===== src/vlc_pkg.sv =====
package vlc_pkg;

   localparam int unsigned CompWidth   = 32;
   localparam int unsigned LimitWidth  = 31;
   localparam int unsigned ProdWidth   = CompWidth + LimitWidth;
   localparam int unsigned SqWidth     = 2 * CompWidth;
   localparam int unsigned RemWidth    = CompWidth + 2;
   localparam int unsigned FifoDepth   = 4;
   localparam logic [LimitWidth-1:0] LimitReset = 31'd65536;

   typedef struct packed {
      logic [CompWidth-1:0] vec_x;
      logic [CompWidth-1:0] vec_y;
      logic [CompWidth-1:0] length;
      logic                 clamped;
   } entry_type;

   typedef struct packed {
      logic push;
   } push_ctl_type;

   function automatic logic [CompWidth-1:0] magnitude(input logic [CompWidth-1:0] v);
      magnitude = v[CompWidth-1] ? (~v + 1'b1) : v;
   endfunction

endpackage


===== src/vlc_fifo.sv =====
module vlc_fifo (
   input  logic                  clock,
   input  logic                  reset,
   input  vlc_pkg::push_ctl_type push_ctl,
   input  vlc_pkg::entry_type    push_data,
   output logic                  full,
   output logic                  not_empty,
   input  logic                  pop,
   output vlc_pkg::entry_type    pop_data
);
   localparam int unsigned D  = vlc_pkg::FifoDepth;
   localparam int unsigned AW = $clog2(D);

   vlc_pkg::entry_type mem [0:D-1];
   logic [AW-1:0]      wp_ff, rp_ff;
   logic [AW:0]        cnt_ff;
   logic               do_pop;

   assign full      = cnt_ff == (AW+1)'(D);
   assign not_empty = cnt_ff != '0;
   assign do_pop    = pop && not_empty;
   assign pop_data  = mem[rp_ff];

   always_ff @(posedge clock) begin
      if (reset) begin
         wp_ff  <= '0;
         rp_ff  <= '0;
         cnt_ff <= '0;
      end else begin
         if (push_ctl.push) begin
            wp_ff <= wp_ff + 1'b1;
         end
         if (do_pop) begin
            rp_ff <= rp_ff + 1'b1;
         end
         cnt_ff <= cnt_ff + (AW+1)'(push_ctl.push) - (AW+1)'(do_pop);
      end
   end

   always_ff @(posedge clock) begin
      if (push_ctl.push) begin
         mem[wp_ff] <= push_data;
      end
   end
endmodule


===== config.mk =====
export PLATFORM = sky130hd
export DESIGN_NAME = vlc_fifo
export DESIGN_NICKNAME = d
export VERILOG_FILES = /design/src/vlc_pkg.sv /design/src/vlc_fifo.sv
export SDC_FILE = /design/constraint.sdc
export NUM_CORES = 1
export LEC_CHECK = 0
export BUFFER_PORTS_ARGS = -buffer_cell sky130_fd_sc_hd__buf_4
export CAP_MARGIN = 20
export CORE_ASPECT_RATIO = 1.4
export CORE_UTILIZATION = 33
export CTS_CLUSTER_DIAMETER = 60
export CTS_CLUSTER_SIZE = 28
export DETAILED_ROUTE_END_ITERATION = 16
export HOLD_SLACK_MARGIN = 0.02
export PLACE_DENSITY = 0.61
export SETUP_SLACK_MARGIN = 0.5
export SLEW_MARGIN = 20
export SYNTH_ARGS = -nofsm -noshare
export SYNTH_HDL_FRONTEND = slang
export SYNTH_SLANG_ARGS = --single-unit

===== constraint.sdc =====
create_clock -name clock -period 5 [get_ports clock]
set_clock_uncertainty 0.05 [all_clocks]
set_input_delay 1 -clock clock [delete_from_list [all_inputs] [get_ports clock]]
set_output_delay 1 -clock clock [all_outputs]
set_load 0.05 [all_outputs]

# Yosys cells after proc, flatten, opt, wreduce, memory -nomap -nowiden
# Memories as Yosys holds them, arrays and structs flattened. A register that Yosys moved wholly into a read port is not among the register bits.
# Cells that the tools add are included.
dict set report op_classes {
  addsub 4
  eq_ne 1
  muxes 4
  n_reduce_logical 2
}
# operator n
set op_table {}
lappend op_table {{$add A2 B1 Y2 const B} 2}
lappend op_table {{$mux W2} 2}
lappend op_table {{$add A3 B1 Y3} 1}
lappend op_table {{$eq A3 B3 Y1 const B} 1}
lappend op_table {{$reduce_bool A3 Y1} 1}
lappend op_table {{$sub A3 B1 Y3} 1}
lappend op_table {{$mux W1} 2}
lappend op_table {{$logic_and A1 B1 Y1} 1}
dict set report totals {
  regBits 7
  mem_bits_rw 388
  elab_cells 15
  memories 1
}
# memory depth word_bits rd rd_ports_with_merged_regs wr line_no
set mem_list {}
lappend mem_list {mem 4 97 1 1 1 vlc_fifo.sv:14} ;# vlc_pkg::entry_type mem [0:D-1];

# Depth between registers and ports, before layout
dict set report depth {
  ltp_word 4
  mapped_depth 7
}

# Least setup slack after synthesis
# No wires, ideal clock.
dict set report synth_path {
  path_type {input to register}
  from {input push_ctl}
  to {memory mem[0][0] (netlist bit) (enable)}
  setup_time_ps 466
  arrival_ps 3242
  setup_slack_ps 1242
  cell_stages 1
  n_path_buf 0
  cell_sequence {and2_1}
}
dict set report synth_between {
  elab_chain_cells 2
}
# element line_no
set synth_rtl {}
lappend synth_rtl {{from (decl)} vlc_fifo.sv:4} ;# input vlc_pkg::push_ctl_type push_ctl,
lappend synth_rtl {{$mux W1} vlc_fifo.sv:41} ;# if (push_ctl.push) begin
lappend synth_rtl {{$mux W1 (implied by the code)} vlc_fifo.sv:42} ;# mem[wp_ff] <= push_data;
lappend synth_rtl {{to (decl)} vlc_fifo.sv:14}
# Every way passes these cells.

==> metrics.txt <==
Async SR Flop Fraction 0%; max-cap violation count 0; critical path class reg -> out; FF-to-FF setup slack 2940 ps; flops & latches, synth 397; WL per Instance 20.1 µm; Longest Clk Path Bufs 3; Placement Rows 90; list of most frequent post-synthesis cells edfxtp_1 (388), mux4_2 (97), buf_2 (11); Resized Gates After CTS 0; Max VDD drop 443 µV; Crit Path Max Fanout 37; final setup fails 0; Total Power 8.50 mW; Core Util, Final 40.6%; Tmin final 3660 ps; post-DP HPWL 16.0 mm; Post-synth top flop edfxtp_1; Final Hold Viols 0; layout cells sized above 1 45.5%; Worst Hold Depth 2; Die X 179 µm; Post-synth EDFFs 388; Die Y 250 µm; # clock sinks 397; Placer Congestion 0.682; clock group share of total power 26.0%; Total Nets Final 871; Crit. End Element primary output; Port Buffers 199; Psw 2.75 mW; Total GRT Usage 12.1%; die area 44,700 µm²; Max Slew Vio Count 0; fin crit share 73.1%; synth warn 0; TritonCTS buffer count 24; Reg clk slew, reported paths 90 ps; outcome completed; vias post-DR 6,289; drt pass-1 iters 4; FMAX 273 MHz; CTS tree built; slew at the pin closest to its max-slew limit 836 ps; post-route design area 17,500 µm²; Routed Antenna Nets 0; combinational power share 27.4%; gr ovfl total 0; Worst EP arrival 2610 ps; leakage 5.75 nW; Power Density 485 nW/µm²; Ports 200; Total Wirelength 26.8 mm; pin count of the biggest net entering global routing 53; Worst R2R Path Depth 4; Hold Path Class reg -> reg; Net Count, Synth 661; top-area cell type share of the netlist area 80.6%; slew margin rel. 44.3%; Initial Utilization 33.5%; Startpoint Class flop; Synth cell types 21; Area contributors post-synth edfxtp_1 (81%), mux4_2 (15%), dfxtp_1 (1.2%); internal power 5.75 mW; placed instance area 16,700 µm²; most frequent cell after synthesis edfxtp_1; RSZ-0062 raised after global routing false; Worst Hold Margin 519 ps; Critical Path RT 3950 ps; DRC viols 0; core area 43,100 µm²; post-synthesis average cell area 26.2 µm²; Skew-Pair Late Insertion Delay 540 ps; Post-Syn Instances 553; number of antenna violations at the first check in global routing 1; Sw Ratio 32.4%; Area Growth Syn to Fin 21.2%; root buf cell clkbuf_16; synthesized area 14,500 µm²; Via density 4.72; Setup TNS 0 ps; first-pass GRT wire length 40.2 mm; vias in the first global route 6,961; setup bufs post-CTS 0; H-tree depth 1; Synth area leader edfxtp_1; Sequential Power Share 46.6%; CTS Hold Bufs 0; register area share after synthesis 81.8%; 1st-iter DRT viols 271
## worst max-delay path, cell delays in order, from the launching register on
cell,delay (ps)
dfxtp_4,890
buf_4,390
mux4_2,540
buf_4,210
## registers in the layout, indices dropped and copies added, names as in the netlist, named ones only
name    count
wp_ff       2
cnt_ff      3
mem       388
rp_ff       2
## cell type report
type | count | area (µm²)
clock inverter | 18 | 236
inverter | 6 | 22.5
sequential | 397 | 11800
clock buffer | 25 | 626
antenna | 1 | 2.50
multi-input combinational | 127 | 2460
tap | 552 | 691
fill | 3742 | 25600
timing repair buffer | 207 | 1640
## layout by cell type, fill, tap and decap left out, drive strengths merged, types with 3 or more instances in the layout
master	count
nor2b	4
dfxtp	9
buf	207
mux4	97
clkinv	7
and2	4
nor2	5
mux2	3
ha	6
inv	16
clkbuf	25
edfxtp	388
## path summary, 6_finish.rpt
check                         from                    end
max                           flop           pop_data[16]
min          wp_ff[0]$_SDFFE_PP0P_  wp_ff[0]$_SDFFE_PP0P_
max reg2reg  wp_ff[0]$_SDFFE_PP0P_   mem[2][51]$_DFFE_PP_
min reg2reg  wp_ff[0]$_SDFFE_PP0P_  wp_ff[0]$_SDFFE_PP0P_
## through the flow
| step | setup slack [ps] | cells |
|---|---|---|
| 6_report | 1340 | 1333 |
| 5_1_grt | 1130 | 1333 |
| 4_1_cts | 1210 | 1332 |
| 3_5_place_dp | 1820 | 1289 |
| 3_3_place_gp | 1820 | 1289 |
| 2_1_floorplan | 1240 | 553 |
## cell families (layout without fill, tap and decap cells)
group / Yosys count / after routing / share of synthesized area [%]
DFF: 397 / 397 / 81.8
adders and majority gates: 7 / 7 / 0.658
buffers and inverters: 29 / 256 / 1.21
other: 0 / 1 / 0
xor gates and xnor gates: 2 / 2 / 0.225
AOI/OAI and AO/OA: 2 / 2 / 0.121
muxes: 101 / 101 / 15.4
and+or+nand+nor: 15 / 15 / 0.562
## layer usage
layer  global-route usage (%)  wire (µm)  vias up
met4                     3.66        521        0
met2                     22.6      14700      147
met5                        0          0        -
met1                     13.2       9980     3327
met3                     2.64       1550       31
li1                         -          -     2784
## power groups by stage
stage,sequential [mW],combinational (mW),clock (mW)
2_1_floorplan,3.95,1.78,0
3_3_place_gp,4.05,2.36,0
3_5_place_dp,4.05,2.37,0
4_1_cts,3.98,2.37,2.29
5_1_grt,4.00,2.45,2.38
6_report,3.96,2.33,2.21
Power figures use the tool's default switching activity.
